--- src/rtl/i2cras_pkg.sv ---
// shared types and codes for the i2c register access sequencer
package i2cras_pkg;

    typedef enum logic [1:0] {
        CMD_WRITE = 2'd0,
        CMD_READ  = 2'd1,
        CMD_EVENT = 2'd2,
        CMD_TICK  = 2'd3
    } command_t;

    typedef enum logic [2:0] {
        EV_START_DONE = 3'd0,
        EV_ADDR_ACK   = 3'd1,
        EV_BYTE_SENT  = 3'd2,
        EV_BYTE_RCVD  = 3'd3,
        EV_NACK       = 3'd4
    } bus_event_t;

    typedef enum logic [2:0] {
        ACT_START = 3'd0,
        ACT_SEND  = 3'd1,
        ACT_RACK  = 3'd2,
        ACT_RNACK = 3'd3,
        ACT_STOP  = 3'd4,
        ACT_READ  = 3'd5,
        ACT_DONE  = 3'd6
    } action_t;

    typedef enum logic [1:0] {
        ST_OK      = 2'd0,
        ST_NACK    = 2'd1,
        ST_TIMEOUT = 2'd2,
        ST_BADLEN  = 2'd3
    } status_t;

    localparam int unsigned MAX_RESULTS = 3;
    localparam logic [31:0] WAIT_LIMIT_RESET = 32'd100000;

    typedef struct packed {
        logic [1:0]  command;
        logic [6:0]  device_address;
        logic [7:0]  register_address;
        logic [7:0]  write_data;
        logic [15:0] read_length;
        logic [2:0]  bus_event;
        logic [7:0]  received_byte;
    } cmd_word_t;

    typedef struct packed {
        logic [2:0] action;
        logic [7:0] out_byte;
        logic [1:0] status;
        logic       last;
    } res_word_t;

endpackage

--- src/rtl/i2c_register_access_sequencer.sv ---
// i2c register access sequencer: command/event decode and result queue
//
// cmd channel: a word is a write or burst read request, a bus event from the
// byte-level engine, or a timing tick. res channel: the actions the engine
// must perform (start, send, receive with ack/nack, stop), read data and a
// finished word carrying the status. each command word yields 0 to 3 result
// words; the final one has last set.
// a command word is held in an input register, then decoded combinationally
// into a bundle of up to three results held in a shift register that drains
// one word per cycle while res_ready is high; the bundle is registered behind
// the input register. a word with k results holds the result port for k words;
// a new command is taken every cycle as long as each yields at most one result
// and res_ready stays high. when the receiver stalls the bundle holds, the input
// register fills and cmd_ready drops. wait_limit is written through
// wait_limit_we/wait_limit_data; the user must do so only while the block is
// idle, the block does not enforce it. reset empties both registers, puts the
// sequencer in idle and loads wait_limit with 100000.
module i2c_register_access_sequencer (
    input  logic                    clk,
    input  logic                    rst_n,
    input  logic                    wait_limit_we,
    input  logic [31:0]             wait_limit_data,
    input  logic                    cmd_valid,
    output logic                    cmd_ready,
    input  i2cras_pkg::cmd_word_t   cmd_word,
    output logic                    res_valid,
    input  logic                    res_ready,
    output i2cras_pkg::res_word_t   res_word
);

    typedef enum logic [3:0] {
        PH_IDLE   = 4'd0,
        PH_WSTART = 4'd1,
        PH_WADDR  = 4'd2,
        PH_REG    = 4'd3,
        PH_DATA   = 4'd4,
        PH_RSTART = 4'd5,
        PH_RADDR  = 4'd6,
        PH_RECV   = 4'd7
    } phase_t;

    phase_t                 phase_reg, phase_next;
    logic                   is_read_reg, is_read_next;
    logic [6:0]             dev_reg, dev_next;
    logic [7:0]             regaddr_reg, regaddr_next;
    logic [7:0]             data_reg, data_next;
    logic [15:0]            len_reg, len_next;
    logic [15:0]            idx_reg, idx_next;
    logic [31:0]            wait_reg, wait_next;
    logic [31:0]            limit_reg;

    logic                   in_valid_reg;
    i2cras_pkg::cmd_word_t  in_reg;

    i2cras_pkg::res_word_t  res_reg [i2cras_pkg::MAX_RESULTS];
    logic [1:0]             rem_reg;

    i2cras_pkg::res_word_t  bnd [i2cras_pkg::MAX_RESULTS];
    logic [1:0]             bnd_cnt;
    logic                   slot_free;
    logic                   consume;
    logic [16:0]            idx_inc;
    logic [16:0]            len_m1;

    assign res_valid = (rem_reg != 2'd0);
    assign res_word  = res_reg[0];
    assign slot_free = (rem_reg == 2'd0) || (rem_reg == 2'd1 && res_ready);
    assign consume   = in_valid_reg && slot_free;
    assign cmd_ready = !in_valid_reg || consume;

    assign idx_inc = {1'b0, idx_reg} + 17'd1;
    assign len_m1  = {1'b0, len_reg} - 17'd1;

    // decode one command word into next state and a result bundle
    always_comb
    begin
        phase_next   = phase_reg;
        is_read_next = is_read_reg;
        dev_next     = dev_reg;
        regaddr_next = regaddr_reg;
        data_next    = data_reg;
        len_next     = len_reg;
        idx_next     = idx_reg;
        wait_next    = wait_reg;
        bnd_cnt      = 2'd0;
        for (int i = 0; i < i2cras_pkg::MAX_RESULTS; i++)
        begin
            bnd[i] = '0;
        end

        unique case (in_reg.command)
            i2cras_pkg::CMD_WRITE, i2cras_pkg::CMD_READ:
            begin
                if (phase_reg == PH_IDLE)
                begin
                    if (in_reg.command == i2cras_pkg::CMD_READ && in_reg.read_length == 16'd0)
                    begin
                        bnd[0].action = i2cras_pkg::ACT_DONE;
                        bnd[0].status = i2cras_pkg::ST_BADLEN;
                        bnd_cnt       = 2'd1;
                        wait_next     = '0;
                    end
                    else
                    begin
                        is_read_next = (in_reg.command == i2cras_pkg::CMD_READ);
                        dev_next     = in_reg.device_address;
                        regaddr_next = in_reg.register_address;
                        data_next    = in_reg.write_data;
                        len_next     = (in_reg.command == i2cras_pkg::CMD_READ)
                                       ? in_reg.read_length : 16'd0;
                        idx_next     = '0;
                        wait_next    = '0;
                        bnd[0].action = i2cras_pkg::ACT_START;
                        bnd_cnt      = 2'd1;
                        phase_next   = PH_WSTART;
                    end
                end
            end
            i2cras_pkg::CMD_EVENT:
            begin
                if (in_reg.bus_event == i2cras_pkg::EV_NACK)
                begin
                    unique case (phase_reg)
                        PH_WSTART, PH_RSTART, PH_RECV:
                        begin
                            bnd[0].action = i2cras_pkg::ACT_DONE;
                            bnd[0].status = i2cras_pkg::ST_NACK;
                            bnd_cnt       = 2'd1;
                            phase_next    = PH_IDLE;
                            wait_next     = '0;
                        end
                        PH_WADDR, PH_REG, PH_DATA, PH_RADDR:
                        begin
                            bnd[0].action = i2cras_pkg::ACT_STOP;
                            bnd[1].action = i2cras_pkg::ACT_DONE;
                            bnd[1].status = i2cras_pkg::ST_NACK;
                            bnd_cnt       = 2'd2;
                            phase_next    = PH_IDLE;
                            wait_next     = '0;
                        end
                        default:
                        begin
                        end
                    endcase
                end
                else if (phase_reg == PH_WSTART && in_reg.bus_event == i2cras_pkg::EV_START_DONE)
                begin
                    bnd[0].action   = i2cras_pkg::ACT_SEND;
                    bnd[0].out_byte = {dev_reg, 1'b0};
                    bnd_cnt         = 2'd1;
                    phase_next      = PH_WADDR;
                    wait_next       = '0;
                end
                else if (phase_reg == PH_WADDR && in_reg.bus_event == i2cras_pkg::EV_ADDR_ACK)
                begin
                    bnd[0].action   = i2cras_pkg::ACT_SEND;
                    bnd[0].out_byte = regaddr_reg;
                    bnd_cnt         = 2'd1;
                    phase_next      = PH_REG;
                    wait_next       = '0;
                end
                else if (phase_reg == PH_REG && in_reg.bus_event == i2cras_pkg::EV_BYTE_SENT)
                begin
                    bnd_cnt   = 2'd1;
                    wait_next = '0;
                    if (is_read_reg)
                    begin
                        bnd[0].action = i2cras_pkg::ACT_START;
                        phase_next    = PH_RSTART;
                    end
                    else
                    begin
                        bnd[0].action   = i2cras_pkg::ACT_SEND;
                        bnd[0].out_byte = data_reg;
                        phase_next      = PH_DATA;
                    end
                end
                else if (phase_reg == PH_DATA && in_reg.bus_event == i2cras_pkg::EV_BYTE_SENT)
                begin
                    bnd[0].action = i2cras_pkg::ACT_STOP;
                    bnd[1].action = i2cras_pkg::ACT_DONE;
                    bnd[1].status = i2cras_pkg::ST_OK;
                    bnd_cnt       = 2'd2;
                    phase_next    = PH_IDLE;
                    wait_next     = '0;
                end
                else if (phase_reg == PH_RSTART && in_reg.bus_event == i2cras_pkg::EV_START_DONE)
                begin
                    bnd[0].action   = i2cras_pkg::ACT_SEND;
                    bnd[0].out_byte = {dev_reg, 1'b1};
                    bnd_cnt         = 2'd1;
                    phase_next      = PH_RADDR;
                    wait_next       = '0;
                end
                else if (phase_reg == PH_RADDR && in_reg.bus_event == i2cras_pkg::EV_ADDR_ACK)
                begin
                    if (len_reg == 16'd1)
                    begin
                        bnd[0].action = i2cras_pkg::ACT_RNACK;
                        bnd[1].action = i2cras_pkg::ACT_STOP;
                        bnd_cnt       = 2'd2;
                    end
                    else
                    begin
                        bnd[0].action = i2cras_pkg::ACT_RACK;
                        bnd_cnt       = 2'd1;
                    end
                    idx_next   = '0;
                    phase_next = PH_RECV;
                    wait_next  = '0;
                end
                else if (phase_reg == PH_RECV && in_reg.bus_event == i2cras_pkg::EV_BYTE_RCVD)
                begin
                    bnd[0].action   = i2cras_pkg::ACT_READ;
                    bnd[0].out_byte = in_reg.received_byte;
                    idx_next        = idx_inc[15:0];
                    wait_next       = '0;
                    if (idx_inc >= {1'b0, len_reg})
                    begin
                        bnd[1].action = i2cras_pkg::ACT_DONE;
                        bnd[1].status = i2cras_pkg::ST_OK;
                        bnd_cnt       = 2'd2;
                        phase_next    = PH_IDLE;
                    end
                    else if (idx_inc == len_m1)
                    begin
                        bnd[1].action = i2cras_pkg::ACT_RNACK;
                        bnd[2].action = i2cras_pkg::ACT_STOP;
                        bnd_cnt       = 2'd3;
                    end
                    else
                    begin
                        bnd[1].action = i2cras_pkg::ACT_RACK;
                        bnd_cnt       = 2'd2;
                    end
                end
            end
            i2cras_pkg::CMD_TICK:
            begin
                if (phase_reg != PH_IDLE)
                begin
                    if (wait_reg >= limit_reg)
                    begin
                        bnd[0].action = i2cras_pkg::ACT_DONE;
                        bnd[0].status = i2cras_pkg::ST_TIMEOUT;
                        bnd_cnt       = 2'd1;
                        phase_next    = PH_IDLE;
                        wait_next     = '0;
                    end
                    else
                    begin
                        wait_next = wait_reg + 32'd1;
                    end
                end
            end
            default:
            begin
            end
        endcase

        for (int i = 0; i < i2cras_pkg::MAX_RESULTS; i++)
        begin
            bnd[i].last = (bnd_cnt == 2'(i + 1));
        end
    end

    // control state
    always_ff @(posedge clk or negedge rst_n)
    begin
        if (!rst_n)
        begin
            phase_reg    <= PH_IDLE;
            is_read_reg  <= 1'b0;
            dev_reg      <= '0;
            regaddr_reg  <= '0;
            data_reg     <= '0;
            len_reg      <= '0;
            idx_reg      <= '0;
            wait_reg     <= '0;
            limit_reg    <= i2cras_pkg::WAIT_LIMIT_RESET;
            in_valid_reg <= 1'b0;
            rem_reg      <= 2'd0;
        end
        else
        begin
            if (wait_limit_we)
            begin
                limit_reg <= wait_limit_data;
            end
            if (cmd_ready)
            begin
                in_valid_reg <= cmd_valid;
            end
            if (consume)
            begin
                phase_reg   <= phase_next;
                is_read_reg <= is_read_next;
                dev_reg     <= dev_next;
                regaddr_reg <= regaddr_next;
                data_reg    <= data_next;
                len_reg     <= len_next;
                idx_reg     <= idx_next;
                wait_reg    <= wait_next;
                rem_reg     <= bnd_cnt;
            end
            else if (res_valid && res_ready)
            begin
                rem_reg <= rem_reg - 2'd1;
            end
        end
    end

    // payload registers
    always_ff @(posedge clk)
    begin
        if (cmd_valid && cmd_ready)
        begin
            in_reg <= cmd_word;
        end
        if (consume)
        begin
            for (int i = 0; i < i2cras_pkg::MAX_RESULTS; i++)
            begin
                res_reg[i] <= bnd[i];
            end
        end
        else if (res_valid && res_ready)
        begin
            for (int i = 0; i < i2cras_pkg::MAX_RESULTS - 1; i++)
            begin
                res_reg[i] <= res_reg[i + 1];
            end
        end
    end

endmodule

--- config.mk ---
export PLATFORM = sky130hd
export DESIGN_NAME = i2c_register_access_sequencer
export DESIGN_NICKNAME = d
export VERILOG_FILES = /design/src/rtl/i2cras_pkg.sv /design/src/rtl/i2c_register_access_sequencer.sv
export SDC_FILE = /design/constraint.sdc
export NUM_CORES = 1
export LEC_CHECK = 0
export ABC_AREA = 1
export BUFFER_PORTS_ARGS = -buffer_cell sky130_fd_sc_hd__buf_2
export CORE_ASPECT_RATIO = 0.75
export CORE_MARGIN = 1
export CORE_UTILIZATION = 46
export DETAILED_ROUTE_END_ITERATION = 7
export PLACE_DENSITY = 0.72
export SLEW_MARGIN = 20
export SYNTH_ARGS = -nofsm -noshare
export SYNTH_HDL_FRONTEND = slang
export SYNTH_SLANG_ARGS = --single-unit
--- constraint.sdc ---
create_clock -name clk -period 5.1 [get_ports clk]
set_input_delay 0.255 -clock clk [delete_from_list [all_inputs] [get_ports clk]]
set_output_delay 0.255 -clock clk [all_outputs]
set_load 0.1 [all_outputs]
# ---- Word-level counts from Yosys, hierarchy flattened
# Memories as Yosys holds them, arrays and structs flattened.
# Index checks and enable logic that the tools add are counted.
# Widths: inputs -> output; s select.
dict set report totals {
  ff_bits 179
  mem_bits_rw 42
  inputBits 89
  output_inout_bits 16
  wordCells 215
  n_memories 1
}
dict set report classes {
  addsub 4
  n_lt_le_gt_ge 2
  n_eq_ne 34
  mux 121
  n_bitwise 3
  n_reduce_logical 32
}
# memory depth word_bits rd rd_ports_with_merged_regs write_ports line_no
set memory_table {}
lappend memory_table {res_reg 3 14 3 0 3 i2c_register_access_sequencer.sv:55} ;# i2cras_pkg::res_word_t res_reg [i2cras_pkg::MAX_RESULTS];
# cell n
set op_table {}
lappend op_table {{$mux 32} 12}
lappend op_table {{$mux 16} 11}
lappend op_table {{$pmux 32 s3} 1}
lappend op_table {{$mux 3} 30}
lappend op_table {{$mux 4} 14}
lappend op_table {{$mux 11} 5}
lappend op_table {{$mux 8} 5}
lappend op_table {{$mux 2} 19}
lappend op_table {{$add 32x1->32 const B} 1}
lappend op_table {{$ge 32x32->1} 1}
lappend op_table {{$pmux 16 s2} 1}
lappend op_table {{$mux 14} 2}
lappend op_table {{$ne 2x2->1 const B} 10}
lappend op_table {{$ne 9x9->1 const B} 2}
lappend op_table {{$add 16x1->17 const B} 1}
lappend op_table {{$eq 17x17->1} 1}
lappend op_table {{$ge 17x16->1} 1}
lappend op_table {{$sub 16x1->17 const B} 1}
lappend op_table {{$eq 16x1->1 const B} 1}
lappend op_table {{$eq 4x3->1 const B} 4}
lappend op_table {{$logic_not 16->1} 1}
lappend op_table {{$mux 1} 15}
lappend op_table {{$logic_and 1x1->1} 12}
lappend op_table {{$pmux 2 s3} 2}
lappend op_table {{30 further kinds} 43}

# ---- Logic depth before layout (Yosys ltp)
dict set report depth {
  depth_word 15
  mapped_depth 22
  mapped_depth_nobuf 22
}

# ---- Worst setup path after synthesis
# No wires, ideal clock.
dict set report synth_path {
  path_kind {flip-flop to flip-flop}
  start {reg rem_reg[0]}
  end {reg in_reg[0] in the netlist's numbering (enable)}
  setup_time_ns 0.406
  arrival_ns 2.608
  required_time_ns 4.694
  setup_slack_ns 2.086
  stages_incl_launch_ff 7
  path_buffers 0
  period_less_slack_ns 3.014
  cell_sequence {dfrtp_1 inv_1 ha_1 a21oi_1 nand2_1 nand2_1 inv_1}
}
dict set report synth_between {
  elab_chain_len 6
  elab_cells_between_ends 7
  cone_classes {eq/ne (1); reduce/logical (6)}
}
# element line_no
set synth_lines {}
lappend synth_lines {{start, declared} i2c_register_access_sequencer.sv:56} ;# logic [1:0] rem_reg;
lappend synth_lines {{start signal, assigned} i2c_register_access_sequencer.sv:304} ;# rem_reg <= bnd_cnt;
lappend synth_lines {{start signal, assigned} i2c_register_access_sequencer.sv:308} ;# rem_reg <= rem_reg - 2'd1;
lappend synth_lines {{$eq 2x1->1} i2c_register_access_sequencer.sv:67} ;# assign slot_free = (rem_reg == 2'd0) || (rem_reg == 2'd1 && res_ready);
lappend synth_lines {{$logic_and 1x1->1} i2c_register_access_sequencer.sv:67}
lappend synth_lines {{$logic_or 1x1->1 (*)} i2c_register_access_sequencer.sv:67}
lappend synth_lines {{$logic_and 1x1->1 (*)} i2c_register_access_sequencer.sv:68} ;# assign consume = in_valid_reg && slot_free;
lappend synth_lines {{$logic_or 1x1->1 (*)} i2c_register_access_sequencer.sv:69} ;# assign cmd_ready = !in_valid_reg || consume;
lappend synth_lines {{via cmd_ready} i2c_register_access_sequencer.sv:24} ;# output logic cmd_ready,
lappend synth_lines {{$logic_and 1x1->1 (*)} i2c_register_access_sequencer.sv:316} ;# if (cmd_valid && cmd_ready)
lappend synth_lines {{end signal, assigned} i2c_register_access_sequencer.sv:318} ;# in_reg <= cmd_word;
lappend synth_lines {{end, declared} i2c_register_access_sequencer.sv:53} ;# i2cras_pkg::cmd_word_t in_reg;
# The timed path passes the listed nets; every way through them passes the cells marked *.
# A chain may end at the register's enable or synchronous reset.

# ---- Final worst setup path
dict set report layout_path {
  start {reg in_reg[50] in the netlist's numbering}
  end {reg dev_reg[4]}
}
dict set report layout_between {
  elab_chain_len 4
  elab_cells_between_ends 6
  cone_classes {eq/ne (1); bitwise (1); reduce/logical (4)}
}
# element line_no
set layout_lines {}
lappend layout_lines {{$eq 2x1->1} {i2c_register_access_sequencer.sv:91, i2c_register_access_sequencer.sv:96}}
lappend layout_lines {{$logic_and 1x1->1} i2c_register_access_sequencer.sv:96} ;# if (in_reg.command == i2cras_pkg::CMD_READ && in_reg.read_length == 16'd0)
lappend layout_lines {{$not 1->1 (no source line)} --}
lappend layout_lines {{$reduce_and 4->1 (no source line) (*)} --}
lappend layout_lines {{end signal, assigned} i2c_register_access_sequencer.sv:298} ;# dev_reg <= dev_next;
lappend layout_lines {{end, declared} i2c_register_access_sequencer.sv:44} ;# logic [6:0] dev_reg, dev_next;
# Mark *: on every way between the ends. The rest lies on a longest branch, timed or not.

==> out/results.tsv <==
stage	metric	value	unit
logic_synthesis	synth_top_area_share	0.273	
sta	tns	0	ns
logic_synthesis	syn_inst	1284	
setup_path	slowest_stage	clkinv_1	
routing	drtAntennaViolNets	0	
routing	dr.pass1.iters	6	
floorplanning	rows	48	
logic_synthesis	synth.cell_area	0.0110	mm2
power_and_ir_drop	cellLeakagePower	5.99	nW
clocking	clock-sinks	199	
floorplanning	ios	105	
logic_synthesis	seq_area_frac_synth	0.486	
clocking	clock_latency	0.44	ns
clocking	cts-root-buf	clkbuf_16	
floorplanning	coreArea	0.0232	mm2
finish	fin_nets	1562	
logic_synthesis	synth_top_area_cell	dfrtp_1	
power_and_ir_drop	power	6.29	mW
sta	period_needed	3.55	ns
setup_path	cpPeakStageDelay	0.79	ns
routing	drt_wl_total	27400	um
global_routing	grt_pass1_wl	43900	um
logic_synthesis	synth_area_per_cell	8.58	um2
finish	drive_gt1_frac	0.158	
logic_synthesis	yosys_warnings	0	
placed_design	gp_congestion	0.892	
placed_design	portBuffers	104	
power_and_ir_drop	vdd_ir_drop_max	0.000363	V
finish	diodes	0	
placed_design	numPlacedInstances	1652	
finish	final_cells	1732	
routing	drcViolationCount	0	
setup_path	arrival	3.86	ns
sta	setup_ws	1.55	ns
flow_run	cap_violations	0	
placed_design	dp_hpwl	19900	um
placed_design	dp_slack	1.68	ns
sta	finalHoldViolCount	0	
routing	via_per_inst	5.28	
routing	wl_per_cell	15.8	um
setup_path	path_delay_family	simple AND/OR/NAND/NOR gates	
global_routing	grt_max_degree	76	
finish	area_growth	16.5	%
run_status	status	finished clean	
global_routing	grtUsageTotal	0.229	
routing	num_vias	9152	
sta	finalMaxSlewViolations	0	
floorplanning	die_area	0.0246	mm2
clocking	cts_htree_levels	4	
clocking	cts.clk_slew.worst_paths	0.08	ns
logic_synthesis	yosys-top-cells-count	nand2_1 (323), inv_1 (153), dfrtp_1 (120), nor2_1 (106), o21ai_0 (79)	
setup_path	path_class	reg -> reg	
finish	multi_input_area	0.00479	mm2
routing	initialDrtViolationCount	1036	
finish	seqCellArea	0.00535	mm2
sta	tightest_slew	0.919	ns
logic_synthesis	ys.flop_type	dfrtp_1	
floorplanning	die_h	136	um
finish	largest_reg_flops	52	
clocking	clk_path_buf_depth	2	
sta	skew	0.0144	ns
logic_synthesis	synth_seq_cells	199	
logic_synthesis	yosysUniqueCellTypes	52	
sta	whs	0.0157	ns
sta	period_share	0.695	
logic_synthesis	synth-edff-count	73	
logic_synthesis	synth_area_leaders	dfrtp_1 (27%), edfxtp_1 (20%), nand2_1 (11%), ha_1 (6.1%), inv_1 (5.2%)	
logic_synthesis	synth.most_common_cell	nand2_1	
clocking	cts_made_buffers	17	
setup_path	cp-start-kind	flip-flop	
setup_path	cp_cell_sequence	nand4_1 > nor3_1 > nand4_1 > nand2_1 > clkinv_1 > buf_4 > nand2_1 > o21ai_0	
sta	rsz0062_at_grt	no	
clocking	cts_tree	done	
global_routing	gr-total-overflow	0	
clocking	post_cts_buffers	0	
floorplanning	die_x	181	um
sta	fmax	282	MHz
global_routing	grt_antenna_before_repair	0	
setup_path	crit_buf_inv	2	
finish	fill_cells	2078	
power_and_ir_drop	power.density	490	mW/mm2
sta	finalSetupViolCount	0	
setup_path	worstSetupEndpointType	flip-flop	
setup_path	critPathMaxFanout	32	
logic_synthesis	syn-num-nets	1427	
floorplanning	start_util	0.474	
logic_synthesis	async_flop_share	0.633	
global_routing	grt_pass1_vias	8348	
sta	max_slew_margin	0.387	
setup_path	required	5.41	ns
worst_hold_path	hold_path_class	in -> reg	
[repair_timing]
item,CTS,global route
setup endpoints to repair,0,0
gates resized for setup,0,0
hold buffers,46,2
endpoints found under the hold margin,46,72
[power breakdown]
part	leakage, nW	internal, mW	switching (mW)
combinational	3.37	0.650	1.69
sequential	2.32	2.15	0.345
clock	0.303	0.787	0.658
total	5.99	3.59	2.70
[path summary, 6_finish.rpt]
| kind | from | endpoint | slack (ns) | cells past startpoint |
|---|---|---|---|---|
| setup / recovery | in_reg[50]$_DFFE_PP_ | dev_reg[4]$_DFFE_PN0P_ | 1.55 | 8 |
| setup reg to reg | in_reg[50]$_DFFE_PP_ | dev_reg[4]$_DFFE_PN0P_ | 1.55 | 8 |
| max in group asynchronous | rst_n | limit_reg[4]$_DFFE_PN0P_ | 3.51 | 3 |
| hold / removal | cmd_word[51] | in_reg[51]$_DFFE_PP_ | 0.02 | 1 |
| hold reg to reg | in_reg[39]$_DFFE_PP_ | regaddr_reg[4]$_DFFE_PN0P_ | 0.44 | 2 |
| min in group asynchronous | rst_n | data_reg[2]$_DFFE_PN0P_ | 0.39 | 2 |
[layer usage]
metal | GRT usage | wire length (um) | vias up
li1 | - | - | 4506
met1 | 0.357 | 13900 | 4270
met2 | 0.323 | 11300 | 353
met3 | 0.0455 | 1960 | 23
met4 | 0.0484 | 252 | 0
met5 | 0 | 0 | -
[stage by stage]
| stage | area, um2 | utilization |
|---|---|---|
| 2_1_floorplan | 11000 | - |
| 3_3_place_gp | 11700 | 0.504 |
| 3_5_place_dp | 11700 | 0.504 |
| 4_1_cts | 12800 | 0.551 |
| 5_1_grt | 12800 | 0.552 |
| 6_report | 12800 | 0.552 |
[placed cells by master (no fill, tap or decap), types with 8 or more instances in the layout]
cell,netlist,routed
nand2_2,14,14
clkbuf_16,0,18
nor4_1,10,10
a31oi_1,9,9
nand2_1,323,323
nand3_1,62,62
ha_1,54,54
o22ai_1,15,15
nand4_1,22,22
nor2_2,14,14
dfrtp_1,120,120
xor2_1,29,29
a21oi_1,42,42
dlygate4sd3_1,0,48
inv_1,153,152
inv_2,17,17
buf_2,10,103
o21ai_0,79,79
nor2_1,106,106
nor3_1,22,22
nand3_2,8,8
edfxtp_1,73,73
[logic make-up after synthesis]
| kind of cell | share of synthesized area |
|---|---|
| XOR/XNOR | 0.0270 |
| adder cells (fa/ha/maj) | 0.0614 |
| flip-flops | 0.486 |
| buffers and inverters | 0.0785 |
| AO/OA/AOI/OAI | 0.0911 |
| multiplexers | 0.00102 |
| AND/OR/NAND/NOR | 0.255 |
[area by class of cell]
type,count,area share
well taps,300,0.0293
clock buffers,21,0.0368
flip-flops and latches,199,0.417
clock inverters,11,0.0123
multi-input cells,873,0.374
repair buffers,155,0.0803
inverters,173,0.0507
No activity file was read; power rests on OpenSTA's default activity.
